==> config.mk <==
export PLATFORM = sky130hd
export DESIGN_NAME = dde_ram
export DESIGN_NICKNAME = d
export VERILOG_FILES = /design/src/design/direct_dft_engine_assert.svh /design/src/design/dde_ram.sv
export SDC_FILE = /design/constraint.sdc
export NUM_CORES = 2
export LEC_CHECK = 0
export BUFFER_PORTS_ARGS = -buffer_cell sky130_fd_sc_hd__clkbuf_2
export CORE_UTILIZATION = 55
export CTS_CLUSTER_SIZE = 14
export DETAILED_ROUTE_END_ITERATION = 10
export HOLD_SLACK_MARGIN = 0.15
export PLACE_DENSITY = 0.71
export RECOVER_POWER = 100
export SYNTH_ARGS = -nofsm -noshare
export SYNTH_HDL_FRONTEND = slang
export SYNTH_SLANG_ARGS = --single-unit
export TNS_END_PERCENT = 5
==> constraint.sdc <==
create_clock -name clk_i -period 4.9 [get_ports clk_i]
set_input_delay 1.225 -clock clk_i [delete_from_list [all_inputs] [get_ports clk_i]]
set_output_delay 1.225 -clock clk_i [all_outputs]
set_load 0.01 [all_outputs]
==> src/design/direct_dft_engine_assert.svh <==
// Assertion macros shared by the direct DFT engine RTL.
`ifndef DIRECT_DFT_ENGINE_ASSERT_SVH
`define DIRECT_DFT_ENGINE_ASSERT_SVH

// Same-cycle implication, checked outside reset.
`define DDE_ASSERT_NOW(lbl, clk, rst_n, ante, cons, msg) \
  lbl: assert property (@(posedge clk) disable iff (!rst_n) (ante) |-> (cons)) \
    else $error(msg);

// Next-cycle implication, checked outside reset.
`define DDE_ASSERT_NEXT(lbl, clk, rst_n, ante, cons, msg) \
  lbl: assert property (@(posedge clk) disable iff (!rst_n) (ante) |=> (cons)) \
    else $error(msg);

`endif

==> src/design/dde_ram.sv <==
// Generic single-write, single-read RAM with registered read data.
module dde_ram #(
  parameter int Width = 32,
  parameter int Depth = 64
) (
  input  logic                     clk_i,
  input  logic                     we_i,
  input  logic [$clog2(Depth)-1:0] waddr_i,
  input  logic [Width-1:0]         wdata_i,
  input  logic                     re_i,
  input  logic [$clog2(Depth)-1:0] raddr_i,
  output logic [Width-1:0]         rdata_o
);

  logic [Width-1:0] mem_q [Depth];
  logic [Width-1:0] rdata_q;

  always_ff @(posedge clk_i) begin
    if (we_i) begin
      mem_q[waddr_i] <= wdata_i;
    end
    if (re_i) begin
      rdata_q <= mem_q[raddr_i];
    end
  end

  assign rdata_o = rdata_q;

endmodule

==> metrics.txt <==
flops & latches, synth=between 2k and 2.5k; Clock Sinks=2080; Critical Path Max Stage Delay=2000 ps; cell family with most CP delay=buffers and inverters; RR Startpoint=mem_q[7][10]$_DFFE_PP_; final hold vios=0; mean post-synth cell area=between 20 and 25 um^2; TritonCTS Buffers=194; max_cap viols=a little under 90; Cell Pwr Density=approximately 410 nW/um^2; IO Pins=79; Post-Syn Area=78800 um^2; worst path buffer plus inverter count=2; Tot GR Track Use=between 20% and 30%; initial antenna violation count=20; CP endpoint kind=flip-flop; # setup viols final=0; die width=about 380 um; Syn Inst Count=3324; result of the run=finished, violations left; Highest Signal Layer=met5; largest net degree at the start of global routing=65; Met2 Wirelength=94100 um; vias per cell=6.68; Multi-input gate area=15700 um^2; IO buf count=78; final std cells w/o fill=5694; layout cells sized above 1=26.1%; DRT met1 WL=74400 um; Worst-path clk slew=60 ps; cell mode on critical path=clkbuf_1; Clock Latency Late Sink=830 ps; # rows=138; r2r endpoint=rdata_o[10]$_DFFE_PP_; crit-path cells=clkbuf_1 -> nor2b_1 -> nand3_1 -> nor2_4 -> clkbuf_1; placer congestion estimate=about 0.85; CP Class=input pin to flip-flop; r2r worst-path depth=4; Die H=381 um; CTS Root Buffer Type=clkbuf_16; post-detailed-placement half-perimeter wirelength=115000 um; die area=about 140000 um^2; Peak VDD IR=360 uV; max-slew violation count=3146; core box area=about 140000 um^2; Layout fillers=9394; vias in the first global route=~38k; failing checks=max-capacitance violations, max-slew violations; placed cells=roughly 5.3k; 1st-iter DRT viols=5907; Area growth syn-to-layout=12.6%; Final Skew=25.6 ps; Max Fclk=~230 MHz; global-route wire length before repair=282000 um; drt first pass iters=5; met3 routed WL=about 26000 um; RSZ-0062 raised after global routing=false; CP Data Arrival Time=4730 ps; critical path peak fanout=32; Slowest-stage cell, CP=clkbuf_1; CTS tree=built; Post-DRT Antenna Nets=0; CP required=between 5000 and 6000 ps; Leak Pwr=27.5 nW; wire per inst=between 30 and 40 um; min cycle time layout=approximately 4400 ps; hold depth=1; Cell Area, Placed=83200 um^2; DRC viols=0; Seq/Total Area, Yosys=between 70 and 80%; Slew HR=-130%; hold_buf cts=0; WHS Endpoint=mem_q[55][18]$_DFFE_PP_; Hold Crit Start=wdata_i[18]; Worst setup SP type=input pin; register area=approximately 62000 um^2; vias=38.0k; fin crit share=89.3%; Hold Crit Class=input pin to flip-flop; # Post-CTS Setup Buffers=0; drt total wl=approximately 200000 um; synth warn=0; GR Overflow Total=0; post-route cell area=88700 um^2; Slew @ Worst Pin=3460 ps; post_cts resized=0; Yosys cell types=33; H-tree lvl count=4; flop-to-flop setup slack=2190 ps; Starting Density=55.5%; nets=3682; aggregate negative setup slack=0 ps; Syn Nets=3371; CTS Buffer Depth=3
-- cell type report --
class / instances / area share, %
Timing Repair Buffer: 297 / 2.15
Antenna cell: 7 / 0.0197
Clock inverter: 121 / 1.29
Clock buffer: 237 / 5.75
Tap cell: 1890 / 2.67
Sequential cell: 2080 / 70.4
Multi-Input combinational cell: 1062 / 17.7
-- routing by layer --
| metal | up-vias | GRT usage [%] |
|---|---|---|
| li1 | 14900 | - |
| met1 | 20200 | 40.5 |
| met2 | 2532 | 42.9 |
| met3 | 326 | 6.79 |
| met4 | 20 | 9.79 |
| met5 | - | 0 |
-- synth_stat cells --
library cell  number  area [um^2]
mux2i_1           93          931
and2_1             2         12.5
or3_1              3         18.8
a41o_1             4         40.0
o221ai_1          27          236
buf_1             21         78.8
nor2_1           137          514
or2_1              1         6.26
or2_2              1         6.26
a311oi_1           8         70.1
edfxtp_1        2080        62500
nand4_1            2         12.5
nand4b_1           1         8.76
o32ai_1            4         35.0
a22oi_1           12         90.1
buf_2             57          285
buf_4             25          188
clkbuf_1          74          278
o22ai_1           84          526
or2_0              1         6.26
buf_6              5         56.3
or3b_1             2         17.5
and3_1             4         25.0
nor3_1             7         35.0
nor2b_1           15         93.8
a21oi_1           62          310
or3b_2             3         26.3
nand3_1            5         25.0
nand2b_1           8         50.1
nand2_1           26         97.6
a31oi_1            1         6.26
nand3b_1           5         37.5
mux4_2           544        12300
-- placed cells by master (no fill, tap or decap), drive strengths merged --
cell type,n
a21oi,62
a22oi,12
a311oi,8
a31oi,1
a41o,4
and2,2
and3,4
buf,107
bufinv,20
clkbuf,426
clkinv,94
diode,7
dlymetal6s4s,1
edfxtp,2080
inv,7
mux2i,93
mux4,544
nand2,26
nand2b,8
nand3,5
nand3b,5
nand4,2
nand4b,1
nor2,137
nor2b,15
nor3,7
o221ai,27
o22ai,84
o32ai,4
or2,3
or3,3
or3b,5
-- worst max-delay path by stage --
stage / endpoint / slack, ps / startpoint / cells past startpoint
6_report: mem_q[43][27]$_DFFE_PP_ / 520 / waddr_i[1] / 5
5_1_grt: mem_q[43][27]$_DFFE_PP_ / 530 / waddr_i[1] / 5
4_1_cts: rdata_o[22]$_DFFE_PP_ / 1170 / raddr_i[0] / 7
3_5_place_dp: rdata_o[22]$_DFFE_PP_ / 290 / raddr_i[0] / 7
3_3_place_gp: rdata_o[22]$_DFFE_PP_ / 290 / raddr_i[0] / 7
2_1_floorplan: mem_q[48][0]$_DFFE_PP_ / 520 / waddr_i[3] / 4
-- through the flow --
stage	setup WS [ps]	power [mW]	util (%)	hold WS, ps
global placement	286	22.1	58.6	810
global route	535	37.4	62.5	789
detailed placement	287	22.1	58.6	871
finish	524	36.6	62.5	785
CTS	1170	36.7	63.0	675
floorplan	515	21.1	-	750
-- where the power goes --
part	total, mW	leakage [nW]	internal, mW	switching (mW)
clock	14.9	3.07	8.45	6.41
sequential	19.8	18.7	19.8	0.0745
combinational	1.89	5.66	0.667	1.22
-- state kept, by name, indices dropped and copies added (netlist names) --
signal and flops:
mem_q 2048, rdata_o 32
-- logic make-up after synthesis --
logic type,count (synthesis),share of synthesized area [%]
flops,2080,79.2
mux,637,16.7
simple gates,223,1.26
compound gates,202,1.67
buf+inv,182,1.12
No activity file was read; power rests on OpenSTA's default activity.
